### src/sv/json_lexer_stream_macros.svh
// ----------------------------------------------------------------------------
// json lexer stream assertion macros
// shared helpers for concurrent checks, clocked on i_clk, reset by i_rst_n
// ----------------------------------------------------------------------------
`ifndef JSON_LEXER_STREAM_MACROS_SVH
`define JSON_LEXER_STREAM_MACROS_SVH

// same-cycle implication
`define JLS_ASSERT_IMPL(name, ante, cons, msg) \
    name: assert property (@(posedge i_clk) disable iff (!i_rst_n) (ante) |-> (cons)) \
        else $error(msg);

// next-cycle implication
`define JLS_ASSERT_NEXT(name, ante, cons, msg) \
    name: assert property (@(posedge i_clk) disable iff (!i_rst_n) (ante) |=> (cons)) \
        else $error(msg);

`endif

### src/sv/jls_pkg.sv
// ----------------------------------------------------------------------------
// jls_pkg
// types and constants shared by the json lexer stream modules
// ----------------------------------------------------------------------------
`default_nettype none

package jls_pkg;

    typedef enum logic [1:0] {
        MODE_NONE   = 2'd0,
        MODE_STRING = 2'd1,
        MODE_NUMBER = 2'd2,
        MODE_IDENT  = 2'd3
    } t_lex_mode;

    typedef enum logic [1:0] {
        EV_TEXT  = 2'd0,
        EV_END   = 2'd1,
        EV_ERROR = 2'd2
    } t_event_kind;

    localparam logic [3:0] TK_STRING        = 4'd0;
    localparam logic [3:0] TK_NUMBER        = 4'd1;
    localparam logic [3:0] TK_IDENT         = 4'd2;
    localparam logic [3:0] TK_COMMA         = 4'd3;
    localparam logic [3:0] TK_COLON         = 4'd4;
    localparam logic [3:0] TK_BRACE_OPEN    = 4'd5;
    localparam logic [3:0] TK_BRACE_CLOSE   = 4'd6;
    localparam logic [3:0] TK_BRACKET_OPEN  = 4'd7;
    localparam logic [3:0] TK_BRACKET_CLOSE = 4'd8;

    localparam logic [1:0] ERR_NONE   = 2'd0;
    localparam logic [1:0] ERR_VALUE  = 2'd1;
    localparam logic [1:0] ERR_NUMBER = 2'd2;
    localparam logic [1:0] ERR_IDENT  = 2'd3;

    localparam logic [7:0] CH_MINUS      = 8'h2D;
    localparam logic [7:0] CH_UNDERSCORE = 8'h5F;
    localparam logic [7:0] CH_DOT        = 8'h2E;
    localparam logic [7:0] CH_BACKSLASH  = 8'h5C;
    localparam logic [7:0] CH_SQUOTE     = 8'h27;
    localparam logic [7:0] CH_DQUOTE     = 8'h22;
    localparam logic [7:0] CH_COMMA      = 8'h2C;
    localparam logic [7:0] CH_COLON      = 8'h3A;
    localparam logic [7:0] CH_LBRACE     = 8'h7B;
    localparam logic [7:0] CH_RBRACE     = 8'h7D;
    localparam logic [7:0] CH_LBRACKET   = 8'h5B;
    localparam logic [7:0] CH_RBRACKET   = 8'h5D;
    localparam logic [7:0] CH_SPACE      = 8'h20;
    localparam logic [7:0] CH_TAB        = 8'h09;
    localparam logic [7:0] CH_NEWLINE    = 8'h0A;
    localparam logic [7:0] CH_CR         = 8'h0D;
    localparam logic [7:0] CH_FORMFEED   = 8'h0C;

    localparam int unsigned QUEUE_DEPTH = 4;
    localparam int unsigned QUEUE_AW    = $clog2(QUEUE_DEPTH);

    typedef struct packed {
        logic [7:0] text_byte;
        logic       end_of_text;
    } t_in_beat;

    typedef struct packed {
        t_event_kind event_kind;
        logic [3:0]  token_kind;
        logic [7:0]  char_value;
        logic [15:0] line_no;
        logic [15:0] column_no;
        logic [1:0]  error_code;
        logic        final_result;
    } t_out_beat;

    // all results caused by one accepted byte
    typedef struct packed {
        logic      two;
        t_out_beat first;
        t_out_beat second;
    } t_entry;

endpackage

`default_nettype wire

### src/sv/jls_front.sv
// ----------------------------------------------------------------------------
// jls_front
// accepts text bytes, tracks position and lexer mode, builds result entries
// ----------------------------------------------------------------------------
`default_nettype none

module jls_front import jls_pkg::*; #(
    parameter int unsigned POSITION_BITS = 16
) (
    input  wire logic     i_clk,
    input  wire logic     i_rst_n,
    input  wire logic     i_valid,
    output logic          o_ready,
    input  wire t_in_beat i_data,
    output logic          o_push,
    input  wire logic     i_push_ready,
    output t_entry        o_entry
);

    localparam logic [POSITION_BITS-1:0] POS_MAX = '1;
    localparam logic [POSITION_BITS-1:0] POS_ONE = POSITION_BITS'(1);

    t_lex_mode                r_mode, n_mode;
    logic                     r_dq, n_dq;
    logic                     r_dot, n_dot;
    logic                     r_failed, n_failed;
    logic [POSITION_BITS-1:0] r_line, n_line;
    logic [POSITION_BITS-1:0] r_col, n_col;

    logic [7:0]               c;
    logic                     accept;
    logic                     is_digit, is_alpha, is_quote, is_punct, is_ws;
    logic [3:0]               punct_tk;
    logic [POSITION_BITS-1:0] pos_line, pos_col;
    logic [15:0]              rep_line, rep_col;

    t_lex_mode                lex_mode;
    logic                     lex_dq, lex_dot, lex_fail;

    t_out_beat                a0, a1, fl, r0, r1;
    logic [1:0]               lex_n, cnt;
    logic                     pend, flush;
    logic [3:0]               pend_tk;

    function automatic logic [15:0] sat16(input logic [POSITION_BITS-1:0] v);
        if (POSITION_BITS > 16 && v > POSITION_BITS'(16'hFFFF)) begin
            return 16'hFFFF;
        end
        return 16'(v);
    endfunction

    function automatic t_out_beat mk(input t_event_kind ev, input logic [3:0] tk,
                                     input logic [1:0] err, input logic [7:0] ch,
                                     input logic [15:0] ln, input logic [15:0] cl);
        t_out_beat b;
        b.event_kind   = ev;
        b.token_kind   = tk;
        b.char_value   = ch;
        b.line_no      = ln;
        b.column_no    = cl;
        b.error_code   = err;
        b.final_result = 1'b0;
        return b;
    endfunction

    assign c       = i_data.text_byte;
    assign o_ready = i_push_ready;
    assign accept  = i_valid && o_ready;

    // character classes
    always_comb begin
        is_digit = (c >= 8'h30) && (c <= 8'h39);
        is_alpha = ((c >= 8'h61) && (c <= 8'h7A)) || ((c >= 8'h41) && (c <= 8'h5A));
        is_quote = (c == CH_BACKSLASH) || (c == CH_SQUOTE) || (c == CH_DQUOTE);
        is_ws    = (c == CH_SPACE) || (c == CH_TAB) || (c == CH_NEWLINE) ||
                   (c == CH_CR) || (c == CH_FORMFEED);
        is_punct = 1'b1;
        punct_tk = TK_COMMA;
        unique case (c)
            CH_COMMA:    punct_tk = TK_COMMA;
            CH_COLON:    punct_tk = TK_COLON;
            CH_LBRACE:   punct_tk = TK_BRACE_OPEN;
            CH_RBRACE:   punct_tk = TK_BRACE_CLOSE;
            CH_LBRACKET: punct_tk = TK_BRACKET_OPEN;
            CH_RBRACKET: punct_tk = TK_BRACKET_CLOSE;
            default:     is_punct = 1'b0;
        endcase
    end

    // position of the current byte
    always_comb begin
        pos_col  = (r_col != POS_MAX) ? r_col + POS_ONE : r_col;
        pos_line = r_line;
        if (c == CH_NEWLINE) begin
            pos_col  = POS_ONE;
            pos_line = (r_line != POS_MAX) ? r_line + POS_ONE : r_line;
        end
        rep_line = sat16(pos_line);
        rep_col  = sat16(pos_col);
    end

    // lexer mode after this byte, before any end-of-text flush
    always_comb begin
        lex_mode = r_mode;
        lex_dq   = r_dq;
        lex_dot  = r_dot;
        lex_fail = 1'b0;
        if (r_mode == MODE_STRING) begin
            if ((r_dq && c == CH_DQUOTE) || (!r_dq && c == CH_SQUOTE)) begin
                lex_mode = MODE_NONE;
            end
        end else if (is_quote) begin
            lex_mode = MODE_STRING;
            lex_dq   = (c == CH_DQUOTE);
        end else if (is_punct || is_ws) begin
            lex_mode = MODE_NONE;
        end else begin
            unique case (r_mode)
                MODE_NONE: begin
                    if (is_digit || c == CH_MINUS) begin
                        lex_mode = MODE_NUMBER;
                        lex_dot  = 1'b0;
                    end else if (is_alpha || c == CH_UNDERSCORE) begin
                        lex_mode = MODE_IDENT;
                    end else begin
                        lex_fail = 1'b1;
                    end
                end
                MODE_NUMBER: begin
                    if ((!is_digit && c != CH_DOT) || (c == CH_DOT && r_dot)) begin
                        lex_fail = 1'b1;
                    end else if (c == CH_DOT) begin
                        lex_dot = 1'b1;
                    end
                end
                MODE_IDENT: begin
                    if (!is_alpha && !is_digit && c != CH_UNDERSCORE) begin
                        lex_fail = 1'b1;
                    end
                end
                default: lex_mode = r_mode;
            endcase
        end
    end

    // next state
    always_comb begin
        n_mode   = r_mode;
        n_dq     = r_dq;
        n_dot    = r_dot;
        n_failed = r_failed;
        n_line   = r_line;
        n_col    = r_col;
        if (accept) begin
            if (!r_failed) begin
                n_mode   = lex_mode;
                n_dq     = lex_dq;
                n_dot    = lex_dot;
                n_failed = lex_fail;
                n_line   = pos_line;
                n_col    = pos_col;
            end
            if (i_data.end_of_text) begin
                n_mode   = MODE_NONE;
                n_dq     = 1'b0;
                n_dot    = 1'b0;
                n_failed = 1'b0;
                n_line   = POS_ONE;
                n_col    = '0;
            end
        end
    end

    // results of this byte
    always_comb begin
        pend    = (r_mode == MODE_NUMBER) || (r_mode == MODE_IDENT);
        pend_tk = (r_mode == MODE_NUMBER) ? TK_NUMBER : TK_IDENT;
        a0      = mk(EV_TEXT, TK_STRING, ERR_NONE, c, rep_line, rep_col);
        a1      = a0;
        lex_n   = 2'd1;
        if (r_mode == MODE_STRING) begin
            if (lex_mode == MODE_NONE) begin
                a0 = mk(EV_END, TK_STRING, ERR_NONE, c, rep_line, rep_col);
            end
        end else if (is_quote || is_ws) begin
            a0    = mk(EV_END, pend_tk, ERR_NONE, c, rep_line, rep_col);
            lex_n = pend ? 2'd1 : 2'd0;
        end else if (is_punct) begin
            if (pend) begin
                a0    = mk(EV_END, pend_tk, ERR_NONE, c, rep_line, rep_col);
                a1    = mk(EV_END, punct_tk, ERR_NONE, c, rep_line, rep_col);
                lex_n = 2'd2;
            end else begin
                a0 = mk(EV_END, punct_tk, ERR_NONE, c, rep_line, rep_col);
            end
        end else if (lex_fail) begin
            unique case (r_mode)
                MODE_NUMBER: a0 = mk(EV_ERROR, TK_STRING, ERR_NUMBER, c, rep_line, rep_col);
                MODE_IDENT:  a0 = mk(EV_ERROR, TK_STRING, ERR_IDENT, c, rep_line, rep_col);
                default:     a0 = mk(EV_ERROR, TK_STRING, ERR_VALUE, c, rep_line, rep_col);
            endcase
        end else begin
            a0 = mk(EV_TEXT, (lex_mode == MODE_NUMBER) ? TK_NUMBER : TK_IDENT,
                    ERR_NONE, c, rep_line, rep_col);
        end

        // end of text closes a pending number or identifier
        flush = i_data.end_of_text && !lex_fail &&
                ((lex_mode == MODE_NUMBER) || (lex_mode == MODE_IDENT));
        fl    = mk(EV_END, (lex_mode == MODE_NUMBER) ? TK_NUMBER : TK_IDENT,
                   ERR_NONE, c, rep_line, rep_col);

        r0 = a0;
        r1 = a1;
        if (flush) begin
            if (lex_n == 2'd0) begin
                r0 = fl;
            end else begin
                r1 = fl;
            end
        end
        cnt = r_failed ? 2'd0 : lex_n + {1'b0, flush};
        if (cnt == 2'd2) begin
            r1.final_result = 1'b1;
        end else begin
            r0.final_result = 1'b1;
        end

        o_entry.two    = (cnt == 2'd2);
        o_entry.first  = r0;
        o_entry.second = r1;
        o_push         = accept && (cnt != 2'd0);
    end

    always_ff @(posedge i_clk) begin
        if (!i_rst_n) begin
            r_mode   <= MODE_NONE;
            r_dq     <= 1'b0;
            r_dot    <= 1'b0;
            r_failed <= 1'b0;
            r_line   <= POS_ONE;
            r_col    <= '0;
        end else begin
            r_mode   <= n_mode;
            r_dq     <= n_dq;
            r_dot    <= n_dot;
            r_failed <= n_failed;
            r_line   <= n_line;
            r_col    <= n_col;
        end
    end

endmodule

`default_nettype wire

### src/sv/jls_queue.sv
// ----------------------------------------------------------------------------
// jls_queue
// short first-in first-out queue of result entries between front and back
// ----------------------------------------------------------------------------
`default_nettype none

module jls_queue import jls_pkg::*; (
    input  wire logic   i_clk,
    input  wire logic   i_rst_n,
    input  wire logic   i_push,
    output logic        o_push_ready,
    input  wire t_entry i_entry,
    output logic        o_pop_valid,
    input  wire logic   i_pop,
    output t_entry      o_entry
);

    t_entry              r_mem [QUEUE_DEPTH];
    logic [QUEUE_AW-1:0] r_wr, n_wr;
    logic [QUEUE_AW-1:0] r_rd, n_rd;
    logic [QUEUE_AW:0]   r_count, n_count;
    logic                do_push, do_pop;

    assign o_push_ready = (r_count != (QUEUE_AW+1)'(QUEUE_DEPTH));
    assign o_pop_valid  = (r_count != '0);
    assign o_entry      = r_mem[r_rd];
    assign do_push      = i_push && o_push_ready;
    assign do_pop       = i_pop && o_pop_valid;

    always_comb begin
        n_wr    = do_push ? r_wr + 1'b1 : r_wr;
        n_rd    = do_pop ? r_rd + 1'b1 : r_rd;
        n_count = r_count;
        if (do_push && !do_pop) begin
            n_count = r_count + 1'b1;
        end else if (!do_push && do_pop) begin
            n_count = r_count - 1'b1;
        end
    end

    always_ff @(posedge i_clk) begin
        if (do_push) begin
            r_mem[r_wr] <= i_entry;
        end
    end

    always_ff @(posedge i_clk) begin
        if (!i_rst_n) begin
            r_wr    <= '0;
            r_rd    <= '0;
            r_count <= '0;
        end else begin
            r_wr    <= n_wr;
            r_rd    <= n_rd;
            r_count <= n_count;
        end
    end

endmodule

`default_nettype wire

### src/sv/jls_back.sv
// ----------------------------------------------------------------------------
// jls_back
// takes entries from the queue and hands out their results one beat at a time
// ----------------------------------------------------------------------------
`default_nettype none

module jls_back import jls_pkg::*; (
    input  wire logic   i_clk,
    input  wire logic   i_rst_n,
    input  wire logic   i_pop_valid,
    output logic        o_pop,
    input  wire t_entry i_entry,
    output logic        o_valid,
    input  wire logic   i_ready,
    output t_out_beat   o_data
);

    t_entry r_entry;
    logic   r_valid, n_valid;
    logic   r_second, n_second;
    logic   done;

    assign o_valid = r_valid;
    assign o_data  = r_second ? r_entry.second : r_entry.first;
    assign done    = r_valid && i_ready && (r_second || !r_entry.two);
    assign o_pop   = i_pop_valid && (!r_valid || done);

    always_comb begin
        n_valid  = r_valid;
        n_second = r_second;
        if (r_valid && i_ready && !done) begin
            n_second = 1'b1;
        end else if (!r_valid || done) begin
            n_valid  = i_pop_valid;
            n_second = 1'b0;
        end
    end

    always_ff @(posedge i_clk) begin
        if (o_pop) begin
            r_entry <= i_entry;
        end
    end

    always_ff @(posedge i_clk) begin
        if (!i_rst_n) begin
            r_valid  <= 1'b0;
            r_second <= 1'b0;
        end else begin
            r_valid  <= n_valid;
            r_second <= n_second;
        end
    end

endmodule

`default_nettype wire

### src/sv/json_lexer_stream.sv
// ----------------------------------------------------------------------------
// json_lexer_stream
// streaming lexer for json-like text, one byte per beat in, result beats out
// ----------------------------------------------------------------------------
// path: each result is written into the queue memory, then loaded into the
//   back output register, from which it is offered
// throughput: one byte per cycle while the four-entry queue has room; a
//   byte with two results holds the output for both while the front goes on
// reset: synchronous, active low; lexer state to idle at line 1 column 0,
//   queue emptied, no result beat offered
`default_nettype none

`include "json_lexer_stream_macros.svh"

module json_lexer_stream import jls_pkg::*; #(
    parameter int unsigned POSITION_BITS = 16
) (
    input  wire logic     i_clk,
    input  wire logic     i_rst_n,
    input  wire logic     i_valid,
    output logic          o_ready,
    input  wire t_in_beat i_data,
    output logic          o_valid,
    input  wire logic     i_ready,
    output t_out_beat     o_data
);

    // front to queue
    logic   push, push_ready;
    t_entry push_entry;

    // queue to back
    logic   pop_valid, pop;
    t_entry pop_entry;

    // front: classifies each byte against the current mode, updates the
    // saturating position and builds the whole set of results of that byte
    jls_front #(
        .POSITION_BITS (POSITION_BITS)
    ) u_front (
        .i_clk        (i_clk),
        .i_rst_n      (i_rst_n),
        .i_valid      (i_valid),
        .o_ready      (o_ready),
        .i_data       (i_data),
        .o_push       (push),
        .i_push_ready (push_ready),
        .o_entry      (push_entry)
    );

    // queue: decouples byte intake from result delivery
    jls_queue u_queue (
        .i_clk        (i_clk),
        .i_rst_n      (i_rst_n),
        .i_push       (push),
        .o_push_ready (push_ready),
        .i_entry      (push_entry),
        .o_pop_valid  (pop_valid),
        .i_pop        (pop),
        .o_entry      (pop_entry)
    );

    // back: output register, serializes one or two results per entry
    jls_back u_back (
        .i_clk       (i_clk),
        .i_rst_n     (i_rst_n),
        .i_pop_valid (pop_valid),
        .o_pop       (pop),
        .i_entry     (pop_entry),
        .o_valid     (o_valid),
        .i_ready     (i_ready),
        .o_data      (o_data)
    );

    // an error is always the last result of its byte
    `JLS_ASSERT_IMPL(a_error_is_final, o_valid && o_data.event_kind == EV_ERROR,
        o_data.final_result, "error beat not marked final")

    // the second result of a byte follows its first without a gap
    `JLS_ASSERT_NEXT(a_second_follows, o_valid && i_ready && !o_data.final_result,
        o_valid, "second result of a byte not offered next cycle")

    // token text only belongs to strings, numbers and identifiers
    `JLS_ASSERT_IMPL(a_text_token_kind, o_valid && o_data.event_kind == EV_TEXT,
        o_data.token_kind == TK_STRING || o_data.token_kind == TK_NUMBER ||
        o_data.token_kind == TK_IDENT, "text beat with punctuation kind")

endmodule

`default_nettype wire

### config.mk
export PLATFORM = sky130hd
export DESIGN_NAME = json_lexer_stream
export DESIGN_NICKNAME = d
export VERILOG_FILES = /design/src/sv/jls_pkg.sv /design/src/sv/jls_front.sv /design/src/sv/jls_queue.sv /design/src/sv/jls_back.sv /design/src/sv/json_lexer_stream.sv
export VERILOG_INCLUDE_DIRS = /design/src /design/src/sv
export SDC_FILE = /design/constraint.sdc
export NUM_CORES = 1
export LEC_CHECK = 0
export BUFFER_PORTS_ARGS = -buffer_cell sky130_fd_sc_hd__buf_2
export CORE_AREA = 2 2 246 127
export DETAILED_ROUTE_END_ITERATION = 8
export DIE_AREA = 0 0 248 129
export PLACE_DENSITY = 0.69
export SYNTH_ARGS = -nofsm -noshare
export SYNTH_HDL_FRONTEND = slang
export SYNTH_SLANG_ARGS = --single-unit
### constraint.sdc
create_clock -name i_clk -period 13.18 [get_ports i_clk]
set_input_delay 1.977 -clock i_clk [delete_from_list [all_inputs] [get_ports i_clk]]
set_output_delay 1.977 -clock i_clk [all_outputs]
set_load 0.02 [all_outputs]
==> metrics.md, run 1 <==
| Metric | Value |
|---|---|
| Run status | `finished, final reports clean` |
| GRT Max-Usage Layer | `met1` |
| RD Place Congestion | `0.916` |
| Placed Cells | `1248` |
| Antenna violations before repair | `0` |
| VDD IR max | `0.129 mV` |
| Power Dens Cells | `191 mW/mm2` |
| Vias per cell | `5.81` |
| Die height | `129 um` |
| Met2 usage | `0.238` |
| Final Critical Period | `5.96 ns` |
| Num Clock Sinks | `321` |
| Global-route wire length before repair | `43.4 mm` |
| Grt met3 use | `0.0344` |
| Clock transition at the registers of the reported paths | `0.07 ns` |
| Clk_skew | `0.0114 ns` |
| Per-cell routed wire length | `22.1 um` |
| FMAX | `168 MHz` |
| Antenna Cells | `0` |
| FF+latch count, synth | `321` |
| Die W | `248 um` |
| Final setup fails | `0` |
| Area grow syn2layout | `11.8%` |
| Num ports | `64` |
| Type of the worst setup path | `in -> reg` |
| Slew @ Worst Pin | `1.04 ns` |
| Routed via count | `7559` |
| Mapped Cells | `855` |
| Initial DRC Count | `804` |
| Startpoint types | `input pin` |
| Number of global-route vias before repair | `7026` |
| CTS buffer count | `28` |
| Top FF cell, synth | `edfxtp_1` |
| DRC viols | `0` |
| Leakage | `4.81 nW` |
| Unrepaired setup endpoints after global routing | `no` |
| Hold Path Class | `reg -> reg` |
| Mean Syn Cell Area | `15.5 um2` |
| Final nets | `901` |
| Hold Violations, Final | `0` |
| Met1 usage | `0.310` |
| Final Slew Violations | `0` |
| Cell Rows | `45` |
| Rel. slew slack | `0.309` |
| Setup_tns | `0 ns` |
| CP Capture Type | `flop` |
| Cts repair resizes | `0` |
| Worst-skew pair later-pin latency | `0.55 ns` |
| Post-Syn Area | `0.0132 mm2` |
| Gr ovfl total | `0` |
| Synthesis Warnings | `0` |
| Final ANT Viol Nets | `0` |
| CTS root buffer | `clkbuf_16` |
| CTS HTree Levels | `1` |
| Period utilization | `0.452` |
| WP data required | `13.37 ns` |
| DPL Wire Length | `18.6 mm` |
| Sequential fraction of the synthesis area | `0.694` |
| CP max FO | `29` |
| Die footprint | `0.0320 mm2` |
| Post-synth EDFFs | `275` |
| Yosys cell types | `63` |
| Port Buf Inserts | `63` |
| Initial Utilization | `0.444` |
| Max-Cap Viols | `0` |
| CTS Buffer Depth | `3` |
| Crit path arrival time | `6.14 ns` |
| Fin cells | `1300` |
| Setup Buffers After CTS | `0` |
| Core area | `0.0298 mm2` |
| Share of cells above drive strength 1 | `0.220` |
| Gr usage total | `0.182` |
| Largest net degree at the start of global routing | `58` |
| First-pass detailed-route iteration total | `6` |
| Post-CTS Hold Buffers | `0` |
| Synth async-reset ratio | `0` |
| Post-Route WL | `28.7 mm` |
| Post-Syn Nets | `877` |
| TritonCTS clock tree | `built` |
## worst paths after layout
path / to / cells past startpoint / from / slack (ns)
hold reg to reg: u_queue.r_wr[1] / 2 / u_queue.r_wr[1] / 0.52
setup / recovery: u_queue.r_mem[3][72] / 13 / i_data[5] / 7.22
setup reg to reg: u_queue.r_mem[3][72] / 10 / u_front.r_mode[1] / 9.15
hold / removal: u_queue.r_wr[1] / 2 / u_queue.r_wr[1] / 0.52
## worst max-delay path, stage by stage
cell       delay (ns)
buf_2            0.22
nor4bb_1         0.77
and3_1           0.33
o31a_1           0.17
nor4_1           0.06
buf_4            0.20
o2111ai_1        0.16
nor2_1           0.10
ha_1             0.22
xor2_1           0.20
a211oi_4         0.44
and2_2           0.74
buf_4            0.53
## stage by stage
stage | setup slack, ns | power (mW) | instance area (um2) | utilization | hold WS (ns)
floorplan | 6.98 | 1.81 | 13200 | - | 0.468
global placement | 6.74 | 1.99 | 13800 | 0.464 | 0.492
detailed placement | 6.66 | 2.00 | 13800 | 0.464 | 0.498
CTS | 7.21 | 2.86 | 14800 | 0.496 | 0.510
global route | 6.99 | 2.95 | 14800 | 0.496 | 0.552
finish | 7.22 | 2.82 | 14800 | 0.496 | 0.517
## where the power goes
| group | leakage (nW) | switching (mW) | internal [mW] |
|---|---|---|---|
| clock | 0.472 | 0.365 | 0.495 |
| combinational | 1.49 | 0.370 | 0.221 |
| sequential | 2.85 | 0.0617 | 1.31 |
| total | 4.81 | 0.796 | 2.03 |
## per-layer routing
layer | part of all wire | vias up
met3 | 0.089 | 30
met4 | 0.012 | 0
met2 | 0.40 | 332
met1 | 0.50 | 3856
met5 | 0 | -
li1 | - | 3341
## cells in the final DEF (no fill, tap or decap), types with 7 or more instances in the layout
cell       count
xnor2_1       17
inv_1         20
nor2b_1        7
xor2_1        12
buf_2         63
and3_1         9
edfxtp_1     275
mux4_2        55
a31oi_1       12
a22o_1         8
clkbuf_16     29
mux2_2         7
o21ai_0       39
dfxtp_1       44
clkbuf_1       8
o31ai_1        8
a21oi_1       21
ha_1           8
nor2_1        43
nor3_1        13
buf_4          9
nand4_1       14
nand2_1       51
nand3_1       14
## cells by family after synthesis
group | after synthesis | synth area share
buffers and inverters | 98 | 0.0287
AND/OR/NAND/NOR | 202 | 0.0794
AO/OA/AOI/OAI | 130 | 0.0668
flip-flops | 321 | 0.694
adder cells (fa/ha/maj) | 9 | 0.00908
multiplexers | 66 | 0.103
XOR/XNOR | 29 | 0.0192
## cell usage after synthesis, drive strengths merged (7+ instances only)
master	number	area, um2
inv	20	75.1
nor2	44	165
nand3	14	70.1
dfxtp	46	921
mux2	7	78.8
xnor2	17	149
xor2	12	105
a22o	8	70.1
edfxtp	275	8260
and3	9	56.3
a211oi	7	65.1
nand2	51	191
clkbuf	65	244
o21ai	39	195
buf	13	60.1
a31oi	12	75.1
nor2b	7	43.8
nor3	13	65.1
a21oi	21	105
and2	10	62.6
or3	7	48.8
mux4	55	1240
ha	8	100
nand4	14	87.6
o31ai	8	60.1
## sequential cells by signal, summed over array words and instances, names as in the netlist, 2 cells and up
register and count:
u_front.r_col 16, u_queue.r_wr 2, u_front.r_mode 2, u_queue.r_count 3, u_front.r_line 16, u_queue.r_rd 2, u_back.r_entry 55, u_queue.r_mem 220
## area by class of cell
cell class,instances,area [um2]
Clock inverter,10,145
Clock buffer,42,825
Fill cell,2423,15000
Inverter,20,75.1
Multi-Input combinational cell,436,3670
Timing Repair Buffer,72,383
Tap cell,399,499
Sequential cell,321,9180
Note: power is estimated with default switching activity, not from simulation.
==> inputs of run 2 (changes only) <==
--- a/config.mk
+++ b/config.mk
@@ -6,11 +6,12 @@
 export SDC_FILE = /design/constraint.sdc
 export NUM_CORES = 1
 export LEC_CHECK = 0
+export ABC_AREA = 1
 export BUFFER_PORTS_ARGS = -buffer_cell sky130_fd_sc_hd__buf_2
-export CORE_AREA = 2 2 246 127
+export CORE_AREA = 2 2 249 128
 export DETAILED_ROUTE_END_ITERATION = 8
-export DIE_AREA = 0 0 248 129
-export PLACE_DENSITY = 0.69
+export DIE_AREA = 0 0 251 130
+export PLACE_DENSITY = 0.71
 export SYNTH_ARGS = -nofsm -noshare
 export SYNTH_HDL_FRONTEND = slang
 export SYNTH_SLANG_ARGS = --single-unit
==> constraint.sdc (replaced) <==
create_clock -name i_clk -period 4.9 [get_ports i_clk]
set_input_delay 0.735 -clock i_clk [delete_from_list [all_inputs] [get_ports i_clk]]
set_output_delay 0.735 -clock i_clk [all_outputs]
set_load 0.02 [all_outputs]
==> metrics.md, run 2 <==
| Metric | Value |
|---|---|
| Slew @ Worst Pin | `1.13 ns (+0.0968 ns)` |
| Routed via count | `9052 (+20%)` |
| Post-CTS Hold Buffers | `0 (unchanged)` |
| Mean Syn Cell Area | `10.9 um2 (-30%)` |
| Commonest non-fill, non-tap cell in the layout | `edfxtp_1` |
| Post-synth EDFFs | `275 (unchanged)` |
| Cts repair resizes | `0 (unchanged)` |
| CTS root buffer | `clkbuf_16` |
| Critical Path Max Stage Delay | `0.60 ns (-0.17 ns)` |
| DPL Wire Length | `19.0 mm (+1.9%)` |
| Top-area cell type share of the netlist area | `0.609 (-0.0153)` |
| Final setup fails | `0 (unchanged)` |
| RD Place Congestion | `0.874 (-4.6%)` |
| Final Slew Violations | `0 (unchanged)` |
| DRC viols | `0 (unchanged)` |
| Sequential cell area | `0.00918 mm2 (unchanged)` |
| Mapped Cells | `1247 (+46%)` |
| Die W | `251 um (+1.2%)` |
| Max-Cap Viols | `0 (unchanged)` |
| Multi-input logic area | `0.00369 mm2 (+0.37%)` |
| Leakage | `5.52 nW (+15%)` |
| Gr ovfl total | `0 (unchanged)` |
| Crit path arrival time | `4.04 ns (-2.10 ns)` |
| Hold Violations, Final | `0 (unchanged)` |
| Per-cell routed wire length | `18.2 um (-17%)` |
| Fillers | `2734 (+13%)` |
| Core area | `0.0308 mm2 (+3.6%)` |
| Global-route wire length before repair | `49.2 mm (+13%)` |
| Gr usage total | `0.193 (+0.0115)` |
| Clk_skew | `0.00901 ns (-0.00236 ns)` |
| CTS buffer count | `28 (unchanged)` |
| CP Capture Type | `flop` |
| Unrepaired setup endpoints after global routing | `no` |
| First-pass detailed-route iteration total | `5 (-1)` |
| Rel. slew slack | `0.242 (-0.0674)` |
| Initial DRC Count | `956 (+19%)` |
| Die footprint | `0.0326 mm2 (+2.0%)` |
| Setup Buffers After CTS | `0 (unchanged)` |
| Area grow syn2layout | `11.4%` |
| Num ports | `64 (unchanged)` |
| Yosys cell types | `47 (-25%)` |
| Top-count cell post-synth | `edfxtp_1` |
| Fin area | `0.0151 mm2 (+2.1%)` |
| Placed cell area | `0.0142 mm2 (+2.7%)` |
| Top FF cell, synth | `edfxtp_1` |
| Port Buf Inserts | `63 (unchanged)` |
| Synth async-reset ratio | `0 (unchanged)` |
| Share of cells above drive strength 1 | `0.140 (-0.0795)` |
| Number of buffers and inverters on the critical path | `4 (+1)` |
| Yosys top cell by area | `edfxtp_1` |
| Final Critical Period | `3.60 ns` |
| Clock transition at the registers of the reported paths | `0.07 ns (about the same)` |
| Largest cells by area after synthesis | `edfxtp_1 61%, dfxtp_1 6.8%, nand2_1 5.2%` |
| Post-Route WL | `30.9 mm (+7.4%)` |
| FMAX | `278 MHz` |
| CP delay by family, top | `simple AND/OR/NAND/NOR gates` |
| CTS HTree Levels | `1 (unchanged)` |
| Period utilization | `0.734` |
| TritonCTS clock tree | `built` |
| Top reg by flops | `u_queue.r_mem` |
| Top post-synthesis cells by count | `275 x edfxtp_1, 186 x nand2_1, 171 x nor2_1` |
| Power Dens Cells | `534 mW/mm2 (+180%)` |
| WP data required | `5.34 ns (-8.03 ns)` |
| Post-Syn Area | `0.0136 mm2 (+2.5%)` |
| CTS Buffer Depth | `3 (unchanged)` |
| Largest net degree at the start of global routing | `80 (+38%)` |
| Die height | `130 um (+0.78%)` |
| Final nets | `1283 (+42%)` |
| Post-Syn Nets | `1269 (+45%)` |
| Antenna violations before repair | `1 (+1)` |
| Worst path cell trace | `inv_1, nor2_1, nand3_1, nand3_1, nand2_4, nand3_2, inv_2, ha_1, nand3_1, nand3_2, nand2_2, nand2_4, inv_2, ha_1, inv_1, fa_1, a21oi_1, o21ai_0, o21ai_0, a21oi_1` |
| Cell Rows | `46 (+2.2%)` |
| Commonest non-fill, non-tap cells in the layout | `275 x edfxtp_1, 186 x nand2_1, 166 x nor2_1` |
| Synthesis Warnings | `0 (unchanged)` |
| Top flop regs | `u_queue.r_mem: 220 flops, u_back.r_entry: 55 flops` |
| Startpoint types | `flop` |
| Vias per cell | `5.35 (-8.0%)` |
| Max reg flops | `220 (unchanged)` |
| Final ANT Viol Nets | `0 (unchanged)` |
| Initial Utilization | `0.439 (-0.00457)` |
| Num Clock Sinks | `321 (unchanged)` |
| CP max FO | `11 (-62%)` |
| Sequential fraction of the synthesis area | `0.677 (-0.0170)` |
| Type of the worst setup path | `reg -> reg` |
| Power Total | `8.06 mW (+190%)` |
| Number of global-route vias before repair | `8663 (+23%)` |
| Worst-skew pair later-pin latency | `0.56 ns (about the same)` |
| CP max-delay cell | `dfxtp_1` |
| FF+latch count, synth | `321 (unchanged)` |
| Final Core Density | `0.489 (-0.00711)` |
| VDD IR max | `0.319 mV (+150%)` |
| Hold Path Class | `in -> reg` |
| Run status | `finished, final reports clean` |
| CP most frequent cell | `nand3_1` |
run 2: changes by cell type after synthesis, moves of 52 or more:
| cell | delta |
|---|---|
| inv_1 | +66 |
| mux4_2 | -55 |
| nand2_1 | +135 |
| nor2_1 | +127 |
| o21ai_0 | +92 |
| o22ai_1 | +52 |
run 2: final timing paths:
check	from	end	slack (ns)	cells past startpoint
worst max-delay path	u_front.r_mode[1]	u_queue.r_count[2]	1.30	20
worst min-delay path	i_data[7]	u_queue.r_mem[1][90]	0.44	1
worst max register to register	u_front.r_mode[1]	u_queue.r_count[2]	1.30	20
worst min register to register	u_front.r_col[12]	u_front.r_col[12]	0.48	2
run 2: power by group:
| part | internal [mW] | total [mW] | switching (mW) |
|---|---|---|---|
| Combinational | 0.531 | 2.02 | 1.49 |
| Sequential | 3.60 | 3.81 | 0.209 |
| Clock | 1.25 | 2.23 | 0.980 |
| Total | 5.38 | 8.06 | 2.68 |
run 2: layer usage:
layer  GRT usage  up-vias  part of all wire
met2       0.285      326              0.41
met5           0        -                 0
met4      0.0392        0             0.017
met1       0.296     4364              0.49
li1            -     4320                 -
met3      0.0383       42             0.086
run 2: cell type report:
class	instances	share of cell area
inverters	100	0.0250
well taps	408	0.0338
diodes	1	0.000166
clock buffers	39	0.0506
flip-flops and latches	321	0.608
multi-input cells	734	0.244
repair buffers	76	0.0282
clock inverters	13	0.00953
run 2: cells by family (layout without fill, tap and decap cells):
kind of cell / count (synthesis) / after routing / share of synthesized area
AO/OA/AOI/OAI: 249 / 249 / 0.102
XOR/XNOR: 14 / 14 / 0.00905
AND/OR/NAND/NOR: 462 / 462 / 0.149
buffers and inverters: 192 / 228 / 0.0545
other: 0 / 1 / 0
flip-flops: 321 / 321 / 0.677
adder cells (fa/ha/maj): 9 / 9 / 0.00886
run 2: per-stage QoR:
stage	cells	hold WS [ns]	TNS (ns)	worst slack, ns
6_report	1692	0.443	0	1.30
5_1_grt	1691	0.433	0	0.915
4_1_cts	1691	0.426	0	1.36
3_5_place_dp	1639	0.456	0	0.817
3_3_place_gp	1639	0.454	0	0.929
2_1_floorplan	1247	0.431	-31.83	-0.145
